### config.mk
export PLATFORM = sky130hd
export DESIGN_NAME = selective_repeat_sender_window
export DESIGN_NICKNAME = d
export VERILOG_FILES = /design/src/design/srsw_pkg.sv /design/src/design/srsw_cell.sv /design/src/design/selective_repeat_sender_window.sv
export VERILOG_INCLUDE_DIRS = /design/src /design/src/design
export SDC_FILE = /design/constraint.sdc
export NUM_CORES = 1
export LEC_CHECK = 0
export ABC_AREA = 1
export BUFFER_PORTS_ARGS = -buffer_cell sky130_fd_sc_hd__buf_2
export CORE_MARGIN = 2
export CORE_UTILIZATION = 25
export DETAILED_ROUTE_END_ITERATION = 7
export PLACE_DENSITY_LB_ADDON = 0.1
export SETUP_SLACK_MARGIN = 0.1
export SLEW_MARGIN = 30
export SYNTH_ARGS = -nofsm -noshare
export SYNTH_HDL_FRONTEND = slang
export SYNTH_SLANG_ARGS = --single-unit
### constraint.sdc
create_clock -name clk -period 9.9 [get_ports clk]
set_input_delay 1.98 -clock clk [delete_from_list [all_inputs] [get_ports clk]]
set_output_delay 1.98 -clock clk [all_outputs]
set_load 0.02 [all_outputs]
### src/design/assert_macros.svh
// Assertion helpers used by the sender window module.
// Each macro names its clock and active-low reset explicitly.
`ifndef ASSERT_MACROS_SVH
`define ASSERT_MACROS_SVH

// Property checked at every rising edge, masked while reset is asserted.
`define ASSERT_CLKD(label, clk, rst_n, prop, msg) \
    label: assert property (@(posedge clk) disable iff (!rst_n) (prop)) \
        else $error(msg);

// Antecedent in this cycle implies consequent in the next one.
`define ASSERT_NEXT(label, clk, rst_n, ante, cons, msg) \
    label: assert property (@(posedge clk) disable iff (!rst_n) (ante) |=> (cons)) \
        else $error(msg);

`endif

### src/design/srsw_pkg.sv
// ----------------------------------------------------------------------------
// srsw_pkg
// Types and codes shared by the selective-repeat sender window modules.
// ----------------------------------------------------------------------------
`timescale 1ns / 1ps
`default_nettype none

package srsw_pkg;

    localparam logic [1:0] CMD_START = 2'd0;
    localparam logic [1:0] CMD_ACK   = 2'd1;
    localparam logic [1:0] CMD_SCAN  = 2'd2;

    localparam int LEN_W     = 21;
    localparam int TIMEOUT_W = 16;
    localparam int TIME_W    = 32;

    typedef struct packed {
        logic [1:0]           command;
        logic [LEN_W-1:0]     block_bytes;
        logic                 final_block;
        logic [31:0]          ack_seq;
        logic                 ack_negative;
        logic                 ack_checksum_ok;
        logic [TIME_W-1:0]    now_seconds;
    } in_item_t;

    typedef struct packed {
        logic        is_send;
        logic [9:0]  seq_num;
        logic [10:0] frame_len;
        logic        eof_frame;
        logic        all_acked;
        logic        last;
    } out_item_t;

    typedef struct packed {
        logic              acked;
        logic              sent;
        logic [TIME_W-1:0] sent_time;
    } cell_data_t;

    typedef struct packed {
        logic clear;
        logic shift;
        logic mark_ack;
        logic clear_sent;
    } cell_ctrl_t;

    typedef enum logic [2:0] {
        ST_IDLE,
        ST_ACK,
        ST_SLIDE,
        ST_SCAN,
        ST_STATUS
    } state_t;

endpackage

`default_nettype wire

### src/design/srsw_cell.sv
// ----------------------------------------------------------------------------
// srsw_cell
// One window slot: acked and sent marks plus the time of the last transfer.
// Takes its right neighbour's contents on a shift.
// ----------------------------------------------------------------------------
`timescale 1ns / 1ps
`default_nettype none

module srsw_cell (
    input  wire logic                 clk,
    input  wire logic                 rst_n,
    input  wire srsw_pkg::cell_ctrl_t ctrl,
    input  wire srsw_pkg::cell_data_t shift_in,
    output srsw_pkg::cell_data_t      data
);

    logic                          acked_reg;
    logic                          acked_next;
    logic                          sent_reg;
    logic                          sent_next;
    logic [srsw_pkg::TIME_W-1:0]   time_reg;
    logic [srsw_pkg::TIME_W-1:0]   time_next;

    always_comb
    begin
        acked_next = acked_reg;
        sent_next  = sent_reg;
        time_next  = time_reg;
        if (ctrl.clear)
        begin
            acked_next = 1'b0;
            sent_next  = 1'b0;
        end
        else if (ctrl.shift)
        begin
            acked_next = shift_in.acked;
            sent_next  = shift_in.sent;
            time_next  = shift_in.sent_time;
        end
        else
        begin
            if (ctrl.mark_ack)
            begin
                acked_next = 1'b1;
            end
            if (ctrl.clear_sent)
            begin
                sent_next = 1'b0;
            end
        end
    end

    always_ff @(posedge clk or negedge rst_n)
    begin
        if (!rst_n)
        begin
            acked_reg <= 1'b0;
            sent_reg  <= 1'b0;
        end
        else
        begin
            acked_reg <= acked_next;
            sent_reg  <= sent_next;
        end
    end

    // Time of transfer is only read behind a set sent mark: no reset.
    always_ff @(posedge clk)
    begin
        time_reg <= time_next;
    end

    assign data.acked     = acked_reg;
    assign data.sent      = sent_reg;
    assign data.sent_time = time_reg;

endmodule

`default_nettype wire

### src/design/selective_repeat_sender_window.sv
// ----------------------------------------------------------------------------
// selective_repeat_sender_window
// Sender window of a selective-repeat scheme built as a row of slot cells.
// ----------------------------------------------------------------------------
// Usage:
//   item channel   : command plus fields; start, acknowledgement or scan.
//   result channel : send requests, then one status item marked last.
//   cfg channel    : writes the 16-bit timeout; always ready.
// Neither a start nor an acknowledgement gives results.
// A scan slides the row one slot a cycle while the head slot is acked,
// then rotates every slot through the head, one slot a cycle while the
// output register is free, then emits the status item.
// Only one item is in work at a time; item_ready is high when idle.
// Results pass through a single output register; a stalled receiver
// holds the scan at its current slot until the register is taken.
// Reset empties the window, zeroes the block length and sets the
// timeout to 2 seconds. No clearing pass is needed.
// ----------------------------------------------------------------------------
`timescale 1ns / 1ps
`default_nettype none
`include "assert_macros.svh"

module selective_repeat_sender_window #(
    parameter int WINDOW_SLOTS = 8,
    parameter int FRAME_BYTES  = 1024,
    parameter int BLOCK_FRAMES = 1024
) (
    input  wire logic                             clk,
    input  wire logic                             rst_n,
    input  wire logic                             item_valid,
    output logic                                  item_ready,
    input  wire srsw_pkg::in_item_t               item,
    output logic                                  result_valid,
    input  wire logic                             result_ready,
    output srsw_pkg::out_item_t                   result,
    input  wire logic                             cfg_valid,
    output logic                                  cfg_ready,
    input  wire logic [srsw_pkg::TIMEOUT_W-1:0]   cfg_data
);

    localparam int SLOT_W = (WINDOW_SLOTS > 1) ? $clog2(WINDOW_SLOTS) : 1;
    localparam int BASE_W = $clog2(BLOCK_FRAMES + 1);
    localparam int SEQ_W  = $clog2(BLOCK_FRAMES + WINDOW_SLOTS + 1);
    localparam logic [63:0] CAP_BYTES = 64'(FRAME_BYTES) * 64'(BLOCK_FRAMES);
    localparam logic [63:0] MAX_OFF =
        64'(FRAME_BYTES) * 64'(BLOCK_FRAMES + WINDOW_SLOTS + 1);
    localparam int OFF_W  = $clog2(MAX_OFF + 64'd1);
    localparam int CMP_W  = ((OFF_W > srsw_pkg::LEN_W) ? OFF_W : srsw_pkg::LEN_W) + 1;
    localparam int TW     = srsw_pkg::TIME_W;

    srsw_pkg::state_t               state_reg, state_next;
    logic [BASE_W-1:0]              base_reg, base_next;
    logic [OFF_W-1:0]               base_off_reg, base_off_next;
    logic [srsw_pkg::LEN_W-1:0]     len_reg, len_next;
    logic                           final_reg, final_next;
    logic [srsw_pkg::TIMEOUT_W-1:0] timeout_reg;
    logic [TW-1:0]                  now_reg, now_next;
    logic [SLOT_W-1:0]              slot_reg, slot_next;
    logic                           ack_hit_reg, ack_hit_next;
    logic                           ack_neg_reg, ack_neg_next;
    logic [OFF_W-1:0]               cur_off_reg, cur_off_next;
    logic [SEQ_W-1:0]               cur_seq_reg, cur_seq_next;
    logic [SLOT_W-1:0]              step_reg, step_next;
    logic                           result_valid_reg, result_valid_next;
    srsw_pkg::out_item_t            result_reg, result_next;

    srsw_pkg::cell_ctrl_t           cell_ctrl [WINDOW_SLOTS];
    srsw_pkg::cell_data_t           cell_q    [WINDOW_SLOTS];
    srsw_pkg::cell_data_t           tail_in;
    logic [WINDOW_SLOTS-1:0]        acked_vec;

    logic                           in_xfer;
    logic                           out_free;
    logic [TW-1:0]                  ack_diff;
    logic                           ack_in_win;
    logic [CMP_W-1:0]               len_cmp;
    logic [CMP_W-1:0]               cur_cmp;
    logic [CMP_W-1:0]               ack_off;
    logic [CMP_W-1:0]               rem_cmp;
    logic [CMP_W-1:0]               flen_cmp;
    logic [TW-1:0]                  elapsed;
    logic                           head_exists;
    logic                           head_due;

    // ------------------------------------------------------------------
    // Row of slot cells; the last one is fed from the head logic
    // ------------------------------------------------------------------
    for (genvar k = 0; k < WINDOW_SLOTS; k++)
    begin : g_cell
        srsw_pkg::cell_data_t nb_in;
        if (k == WINDOW_SLOTS - 1)
        begin : g_tail
            assign nb_in = tail_in;
        end
        else
        begin : g_mid
            assign nb_in = cell_q[k+1];
        end
        srsw_cell u_cell (
            .clk      (clk),
            .rst_n    (rst_n),
            .ctrl     (cell_ctrl[k]),
            .shift_in (nb_in),
            .data     (cell_q[k])
        );
        assign acked_vec[k] = cell_q[k].acked;
    end

    assign item_ready   = (state_reg == srsw_pkg::ST_IDLE);
    assign in_xfer      = item_valid && item_ready;
    assign cfg_ready    = 1'b1;
    assign out_free     = !result_valid_reg || result_ready;
    assign result_valid = result_valid_reg;
    assign result       = result_reg;

    // Window test of an acknowledgement
    assign ack_diff   = item.ack_seq - TW'(base_reg);
    assign ack_in_win = (item.ack_seq >= TW'(base_reg)) &&
                        (ack_diff < TW'(WINDOW_SLOTS));
    assign len_cmp    = CMP_W'(len_reg);
    assign ack_off    = CMP_W'(base_off_reg) + CMP_W'(slot_reg) * CMP_W'(FRAME_BYTES);

    // Head slot during the scan
    assign cur_cmp     = CMP_W'(cur_off_reg);
    assign elapsed     = now_reg - cell_q[0].sent_time;
    assign head_exists = cur_cmp < len_cmp;
    assign head_due    = head_exists &&
                         (!cell_q[0].sent ||
                          (!cell_q[0].acked && (elapsed > TW'(timeout_reg))));
    assign rem_cmp     = len_cmp - cur_cmp;
    assign flen_cmp    = (rem_cmp > CMP_W'(FRAME_BYTES)) ? CMP_W'(FRAME_BYTES) : rem_cmp;

    always_comb
    begin
        state_next        = state_reg;
        base_next         = base_reg;
        base_off_next     = base_off_reg;
        len_next          = len_reg;
        final_next        = final_reg;
        now_next          = now_reg;
        slot_next         = slot_reg;
        ack_hit_next      = ack_hit_reg;
        ack_neg_next      = ack_neg_reg;
        cur_off_next      = cur_off_reg;
        cur_seq_next      = cur_seq_reg;
        step_next         = step_reg;
        result_valid_next = result_valid_reg && !result_ready;
        result_next       = result_reg;
        tail_in           = '0;
        for (int k = 0; k < WINDOW_SLOTS; k++)
        begin
            cell_ctrl[k] = '0;
        end

        case (state_reg)
            srsw_pkg::ST_IDLE:
            begin
                if (in_xfer)
                begin
                    case (item.command)
                        srsw_pkg::CMD_START:
                        begin
                            // Saturate the block to the largest one the window can number
                            if (64'(item.block_bytes) > CAP_BYTES)
                            begin
                                len_next = srsw_pkg::LEN_W'(CAP_BYTES);
                            end
                            else
                            begin
                                len_next = item.block_bytes;
                            end
                            final_next    = item.final_block;
                            base_next     = '0;
                            base_off_next = '0;
                            for (int k = 0; k < WINDOW_SLOTS; k++)
                            begin
                                cell_ctrl[k].clear = 1'b1;
                            end
                        end
                        srsw_pkg::CMD_ACK:
                        begin
                            slot_next    = ack_diff[SLOT_W-1:0];
                            ack_hit_next = item.ack_checksum_ok && ack_in_win;
                            ack_neg_next = item.ack_negative;
                            state_next   = srsw_pkg::ST_ACK;
                        end
                        srsw_pkg::CMD_SCAN:
                        begin
                            now_next   = item.now_seconds;
                            state_next = srsw_pkg::ST_SLIDE;
                        end
                        default:
                        begin
                            state_next = srsw_pkg::ST_IDLE;
                        end
                    endcase
                end
            end

            srsw_pkg::ST_ACK:
            begin
                // Drop acks for frames past the end of the block
                if (ack_hit_reg && (ack_off < len_cmp))
                begin
                    for (int k = 0; k < WINDOW_SLOTS; k++)
                    begin
                        if (slot_reg == SLOT_W'(k))
                        begin
                            cell_ctrl[k].mark_ack   = !ack_neg_reg;
                            cell_ctrl[k].clear_sent = ack_neg_reg;
                        end
                    end
                end
                state_next = srsw_pkg::ST_IDLE;
            end

            srsw_pkg::ST_SLIDE:
            begin
                if (cell_q[0].acked)
                begin
                    // Advance past the acked head; empty slot enters at the tail
                    for (int k = 0; k < WINDOW_SLOTS; k++)
                    begin
                        cell_ctrl[k].shift = 1'b1;
                    end
                    base_next     = base_reg + BASE_W'(1);
                    base_off_next = base_off_reg + OFF_W'(FRAME_BYTES);
                end
                else
                begin
                    cur_off_next = base_off_reg;
                    cur_seq_next = SEQ_W'(base_reg);
                    step_next    = '0;
                    state_next   = srsw_pkg::ST_SCAN;
                end
            end

            srsw_pkg::ST_SCAN:
            begin
                if (out_free)
                begin
                    // Rotate the head to the tail, stamped if it goes out now
                    tail_in = cell_q[0];
                    if (head_due)
                    begin
                        tail_in.sent      = 1'b1;
                        tail_in.sent_time = now_reg;
                        result_valid_next = 1'b1;
                        result_next.is_send   = 1'b1;
                        result_next.seq_num   = 10'(cur_seq_reg);
                        result_next.frame_len = 11'(flen_cmp);
                        result_next.eof_frame = final_reg &&
                            ((cur_cmp + CMP_W'(FRAME_BYTES)) >= len_cmp);
                        result_next.all_acked = 1'b0;
                        result_next.last      = 1'b0;
                    end
                    for (int k = 0; k < WINDOW_SLOTS; k++)
                    begin
                        cell_ctrl[k].shift = 1'b1;
                    end
                    cur_off_next = cur_off_reg + OFF_W'(FRAME_BYTES);
                    cur_seq_next = cur_seq_reg + SEQ_W'(1);
                    step_next    = step_reg + SLOT_W'(1);
                    if (step_reg == SLOT_W'(WINDOW_SLOTS - 1))
                    begin
                        state_next = srsw_pkg::ST_STATUS;
                    end
                end
            end

            srsw_pkg::ST_STATUS:
            begin
                if (out_free)
                begin
                    result_valid_next     = 1'b1;
                    result_next.is_send   = 1'b0;
                    result_next.seq_num   = '0;
                    result_next.frame_len = '0;
                    result_next.eof_frame = 1'b0;
                    result_next.all_acked = CMP_W'(base_off_reg) >= len_cmp;
                    result_next.last      = 1'b1;
                    state_next            = srsw_pkg::ST_IDLE;
                end
            end

            default:
            begin
                state_next = srsw_pkg::ST_IDLE;
            end
        endcase
    end

    always_ff @(posedge clk or negedge rst_n)
    begin
        if (!rst_n)
        begin
            state_reg        <= srsw_pkg::ST_IDLE;
            base_reg         <= '0;
            base_off_reg     <= '0;
            len_reg          <= '0;
            final_reg        <= 1'b0;
            timeout_reg      <= srsw_pkg::TIMEOUT_W'(2);
            result_valid_reg <= 1'b0;
        end
        else
        begin
            state_reg        <= state_next;
            base_reg         <= base_next;
            base_off_reg     <= base_off_next;
            len_reg          <= len_next;
            final_reg        <= final_next;
            result_valid_reg <= result_valid_next;
            if (cfg_valid && cfg_ready)
            begin
                timeout_reg <= cfg_data;
            end
        end
    end

    always_ff @(posedge clk)
    begin
        now_reg     <= now_next;
        slot_reg    <= slot_next;
        ack_hit_reg <= ack_hit_next;
        ack_neg_reg <= ack_neg_next;
        cur_off_reg <= cur_off_next;
        cur_seq_reg <= cur_seq_next;
        step_reg    <= step_next;
        result_reg  <= result_next;
    end

    // ------------------------------------------------------------------
    // Assertions
    // ------------------------------------------------------------------
    `ASSERT_CLKD(a_base_off_tracks_base, clk, rst_n,
        base_off_reg == OFF_W'(base_reg) * OFF_W'(FRAME_BYTES),
        "byte offset of the window base out of step with the base")
    `ASSERT_NEXT(a_slide_advances_base, clk, rst_n,
        (state_reg == srsw_pkg::ST_SLIDE) && cell_q[0].acked,
        base_reg == $past(base_reg) + BASE_W'(1),
        "slide of an acked head did not advance the base by one")
    `ASSERT_NEXT(a_start_empties_window, clk, rst_n,
        in_xfer && (item.command == srsw_pkg::CMD_START),
        (base_reg == '0) && ($countones(acked_vec) == 0),
        "start transfer left the window non-empty")
    `ASSERT_NEXT(a_status_closes_scan, clk, rst_n,
        (state_reg == srsw_pkg::ST_STATUS) && out_free,
        result_valid_reg && result_reg.last && !result_reg.is_send &&
        (state_reg == srsw_pkg::ST_IDLE),
        "scan did not finish with a status item")

endmodule

`default_nettype wire

==> results of run 1 <==
-- placed cells by master, fill, tap and decap left out, types with 5 or more instances in the layout --
cell	synthesis	final
o211ai_1	7	7
nand3_1	119	119
inv_1	378	378
nor3_1	36	34
nor2_2	10	10
nand4_1	33	33
nor2_1	232	231
buf_4	3	12
a21oi_1	135	134
o21ai_0	110	109
xnor2_1	16	16
nand3_2	10	10
clkinv_1	4	14
nor3_2	5	6
a211oi_1	7	7
ha_1	131	131
xor2_1	44	44
o21a_1	5	5
clkinv_2	0	9
o21bai_1	9	9
nand2_1	512	511
edfxtp_1	343	343
clkinvlp_4	0	5
nor4_1	17	16
inv_2	6	6
nand2b_1	6	6
buf_2	9	136
bufinv_16	0	6
dfrtp_1	79	79
clkbuf_16	0	50
o21ai_1	11	10
-- power groups by stage --
stage | Clock (mW) | Combinational (mW) | Sequential (mW)
finish | 1.84 | 2.36 | 2.62
detailed placement | 0 | 2.40 | 2.67
floorplan | 0 | 1.70 | 2.65
global placement | 0 | 2.37 | 2.66
global route | 1.99 | 2.73 | 2.67
CTS | 1.92 | 2.41 | 2.63
-- routing by layer --
metal | vias up | GRT usage (%) | part of all wire, %
met4 | 0 | 3.42 | 2.3
met2 | 239 | 20.5 | 45
li1 | 8096 | - | -
met3 | 85 | 1.80 | 3.3
met1 | 7564 | 18.5 | 50
met5 | - | 0 | 0
-- metrics by stage --
stage / worst slack [ns] / hold WS [ns] / power [mW] / cell area [um2]
floorplan: 3.33 / 0.400 / 4.35 / 22100
global placement: 4.31 / 0.400 / 5.03 / 24200
detailed placement: 4.42 / 0.405 / 5.06 / 24200
CTS: 5.01 / 0.414 / 6.96 / 25800
global route: 4.63 / 0.416 / 7.39 / 25800
finish: 5.10 / 0.408 / 6.83 / 25800
-- area by class of cell --
| class | count | share of cell area [%] |
|---|---|---|
| Tap cell | 1165 | 5.64 |
| Multi-Input combinational cell | 1494 | 31.6 |
| Sequential cell | 423 | 47.6 |
| Antenna cell | 1 | 0.00969 |
| Timing Repair Buffer | 149 | 3.09 |
| Clock inverter | 36 | 1.42 |
| Inverter | 388 | 5.69 |
| Clock buffer | 54 | 4.90 |
-- logic make-up after synthesis --
family / count (synthesis)
muxes: 1
other: 2
DFF: 423
and+or+nand+nor: 994
xor gates and xnor gates: 60
adders and majority gates: 135
AOI/OAI and AO/OA: 302
buffers and inverters: 424
-- Yosys cell counts (11+ instances only) --
cell and instances:
a21oi_1 135, clkbuf_1 16, dfrtp_1 79, edfxtp_1 343, ha_1 131, inv_1 378, nand2_1 512, nand3_1 119
nand4_1 33, nor2_1 232, nor3_1 36, nor4_1 17, o21ai_0 110, o21ai_1 11, xnor2_1 16, xor2_1 44
-- worst paths after layout --
path                                                      endpoint                                    start  slack, ns  cells after the start
setup / recovery                           result[1]$_SDFFCE_PN0P_                 cur_off_reg[8]$_DFFE_PP_       5.10                     17
hold / removal             g_cell[3].u_cell.time_reg[23]$_DFFE_PP_  g_cell[4].u_cell.time_reg[23]$_DFFE_PP_       0.41                      0
setup reg to reg                           result[1]$_SDFFCE_PN0P_                 cur_off_reg[8]$_DFFE_PP_       5.10                     17
hold reg to reg            g_cell[3].u_cell.time_reg[23]$_DFFE_PP_  g_cell[4].u_cell.time_reg[23]$_DFFE_PP_       0.41                      0
max in group asynchronous                   len_reg[5]$_DFFE_PN0P_                                    rst_n       7.47                      2
min in group asynchronous                 base_reg[10]$_DFFE_PN0P_                                    rst_n       1.37                      1
-- critical path, stage by stage, from the launching register on --
cell and delay, ns:
edfxtp_1 0.63, ha_1 0.35, fa_1 0.42, o21ai_2 0.22, nand2_1 0.07, o211ai_1 0.23
nand2_1 0.09, nand2_1 0.12, nand2_1 0.08, nand2_1 0.08, nand2_1 0.05, nand2_1 0.05
nand2_1 0.05, inv_2 0.04, buf_4 0.59, nand3_1 0.27, a21oi_2 0.66, buf_4 0.38
==> run metrics, run 1 <==
post-synth top area share 46.6%; sequential area share after synthesis 55.7%; first-pass GRT wire length 91600 um; Worst VDD drop 129 uV; GRT overflow 0; P&R area growth vs syn 16.9%; ys async rst share 18.9%; Int Pwr 4.28 mW; register area 12300 um2; Setup-failing EPs final 0; # DRC 0; Primary FF master, synth edfxtp_1; CTS hold repair buffers 0; Core Area 88000 um2; placed cells 3619; Yosys cell types 52; TNS Setup 0 ns; post-route insts no fill 3710; DRT Wirelength 58600 um; Largest register FFs 256; crit-path max FO 66; CTS tree done; Die H 301 um; syn nets 2587; antenna violations before repair 2; cell taking the most area after synthesis edfxtp_1; Mapped Area 22100 um2; Rows 109; syn avg cell area 9.44 um2; fin nets 2752; required time worst endpoint 10.17 ns; unrepaired setup endpoints after global routing no; Final Hold Vio Count 0; Synth Area in Compound Gates 7.39%; xor/xnor cell area share of the yosys netlist 2.38%; post-DP HPWL 44400 um; DR iter-0 viols 970; H-tree depth 2; Ports 139; fin crit share 48.5%; LEAKAGE 11.0 nW; GRT Total Usage 12.9%; CTS buffer count 50; power density cells 264 nW/um2; Initial Util 25.1%; Setup Skew 0.0254 ns; post-route minimum period 4.80 ns; fin. max-slew vios 0; Cells after Synth 2341; post_cts resized 0; Die W 301 um; NetSw 2.55 mW; Comb power frac 34.6%; Ys Warns 0; number of fill cells 9364; final core occ 29.4%; clock root buffer clkbuf_16; Clk network pwr share 27.0%; mux contribution to synthesized area 0.0510%; slew margin rel. 37.0%; total vias in the final route 15984; Hold Path Class reg -> reg; Peak Freq 0.208 GHz; WP data arrival 5.07 ns; number of synthesized flops with an enable pin 343; clk sinks 423; max_cap viols 0; crit path kind reg -> reg; Final Wtd Congestion 0.859; port bufs 137; post-route ant nets 0; routed vias/inst 4.31; Adder-Cell Fraction of Synth Area 7.78%; clk slew on worst S/H paths 0.06 ns; Simple-Gate Fraction of Synth Area 19.1%; switching part of the total 37.3%; layout cells sized above 1 10.8%; Yosys reg bits 423; WL per Instance 15.8 um; vias in the first global route 16016; run status completed; largest family of logic cells by synthesized area simple AND/OR/NAND/NOR gates; CP endpoint kind register; die area 90800 um2; largest cells by area after synthesis edfxtp_1 47%, dfrtp_1 8.9%, nand2_1 8.7%; crit path launch type register; drt pass-1 iters 5; clk_lat worst skew 0.59 ns; worst-case clock buffer depth 3; worst-margin pin slew 0.945 ns; setup repair bufs after CTS 0; multi-input logic area 8170 um2; Sequential Power Share 38.4%; largest net degree at the start of global routing 164
(Power assumes the default switching activity.)
==> run 2, diff against run 1 <==
clock period = 4.9 ns   (was 9.9 ns; I/O delays follow)
==> run 2 against run 1 <==
- final area is 0.44% higher
- largest cell class unchanged
- global-route usage is 0.11 points higher
- critical path depth is 7 higher
- via count is 0.85% lower
- combinational power is 100% higher
- die area stayed put
- clock skew is 0.012 ns higher
- clock power is 110% higher
==> run metrics, run 2 (synthesis gave the netlist of run 1 again) <==
crit path launch type register; CTS hold repair buffers 0; commonest non-fill, non-tap cell in the layout nand2_1; unrepaired setup endpoints after global routing no; post_cts resized 0; first-pass GRT wire length 92000 um; drt pass-1 iters 5; LEAKAGE 11.1 nW; Peak Freq 0.253 GHz; worst-margin pin slew 0.955 ns; GRT overflow 0; Reg-to-Reg Start now_reg[10]$_DFFE_PP_; Die H 301 um; post-route minimum period 3.96 ns; Final Hold Vio Count 0; CP endpoint kind register; TNS Setup 0 ns; RR Endpoint g_cell[7].u_cell.time_reg[7]$_SDFFCE_PN0P_; max_cap viols 0; CTS buffer count 49; required time worst endpoint 5.31 ns; Worst VDD drop 247 uV; fin nets 2759; port bufs 137; Reg2Reg Setup Slack 0.94 ns; crit path kind reg -> reg; worst-case clock buffer depth 3; Die W 301 um; Rows 109; clk slew on worst S/H paths 0.07 ns; clk_lat worst skew 0.60 ns; fin crit share 80.8%; Setup-failing EPs final 0; clk sinks 423; delay of the slowest critical-path stage 0.41 ns; most frequent cells in the layout 511 x nand2_1, 378 x inv_1, 343 x edfxtp_1; die area 90800 um2; Register-to-Register Path Depth 24; Setup Skew 0.0376 ns; WL per Instance 15.9 um; GRT Total Usage 13.0%; Worst setup startpoint now_reg[10]$_DFFE_PP_; power density cells 538 nW/um2; dpl ws 0.936 ns; Hold Path Class in -> async; post-DP HPWL 44700 um; DR iter-0 viols 979; CTS tree done; WP data arrival 4.37 ns; P&R area growth vs syn 17.4%; clock root buffer clkbuf_16; run status completed; layout cells sized above 1 11.2%; routed vias/inst 4.26; CP max-delay cell edfxtp_1; DRT Wirelength 59300 um; Final Wtd Congestion 0.863; final core occ 29.5%; fin. max-slew vios 0; cells along the critical path ha_1 -> nand2_1 -> inv_1 -> nand2_1 -> nand2_1 -> inv_1 -> nand3_1 -> xor2_1 -> ha_1 -> nand2_1 -> nor4_1 -> nand3_1 -> nand2_1 -> nand3_1 -> nor2_1 -> nand2_1 -> nor2_1 -> nand2_1 -> nand2_1 -> nand2_2 -> buf_4 -> nand3_2 -> nand2_1 -> nor2_1; total vias in the final route 15848; Ports 139; slew margin rel. 35.7%; Largest register FFs 256; crit-path max FO 32; setup repair bufs after CTS 0; # DRC 0; vias in the first global route 15826; Setup WS post-layout 0.941 ns; Initial Util 25.1%; antenna violations before repair 0; largest net degree at the start of global routing 73; Core Area 88000 um2; CP most frequent cell nand2_1; H-tree depth 2; post-route ant nets 0
[run 2: cell count changes in the layout (fill, tap and decap cells not counted), sizes merged]
cell      previous run  this run
bufinv               6         8
clkbuf              54        57
clkinvlp             5         4
clkinv              27        20
buf                149       157
inv                386       388
[run 2: worst max-delay path by stage]
stage,cells past startpoint,slack [ns],endpoint
4_1_cts,24,0.87,g_cell[7].u_cell.time_reg[4]$_SDFFCE_PN0P_
5_1_grt,24,0.50,g_cell[7].u_cell.time_reg[7]$_SDFFCE_PN0P_
3_5_place_dp,24,0.94,g_cell[7].u_cell.time_reg[4]$_SDFFCE_PN0P_
3_3_place_gp,24,0.88,g_cell[7].u_cell.time_reg[8]$_SDFFCE_PN0P_
2_1_floorplan,25,0.36,result[0]$_DFFE_PP_
6_report,24,0.94,g_cell[7].u_cell.time_reg[7]$_SDFFCE_PN0P_
[run 2: routing by layer]
layer	vias to the layer above	wire length, um	track usage, %
met1	7406	29100	18.3
met5	-	0	0
met4	0	1560	3.76
met2	238	26600	20.8
li1	8124	-	-
met3	80	1980	1.98
[run 2: stage by stage]
stage	total power, mW	cell area, um2	hold WS, ns	std cells
2_1_floorplan	8.74	22100	0.400	2341
3_3_place_gp	10.2	24200	0.400	3627
3_5_place_dp	10.2	24200	0.405	3627
4_1_cts	14.2	25900	0.399	3716
5_1_grt	15.0	25900	0.419	3716
6_report	13.9	25900	0.402	3717
[run 2: final cells by class]
cell class                 count  area, um2
clock inverter                32        409
timing repair buffer         157        863
antenna                        1       2.50
inverter                     388       1470
clock buffer                  57       1280
tap                         1165       1460
multi-input combinational   1494       8160
fill                        9267      62000
sequential                   423      12300
[run 2: power by group]
group / internal, mW / leakage (nW) / switching, mW / total (mW)
clock network: 2.30 / 0.816 / 1.56 / 3.87
logic: 1.55 / 6.05 / 3.24 / 4.79
registers: 4.93 / 4.19 / 0.363 / 5.29
total: 8.78 / 11.1 / 5.16 / 13.9
[run 2: critical path, delay by kind of cell (launching register included)]
kind          cells  cell delay, ns
simple gates     18            2.04
fa+ha+maj         2            0.69
flops             1            0.41
buf+inv           3            0.40
xor+xnor          1            0.21
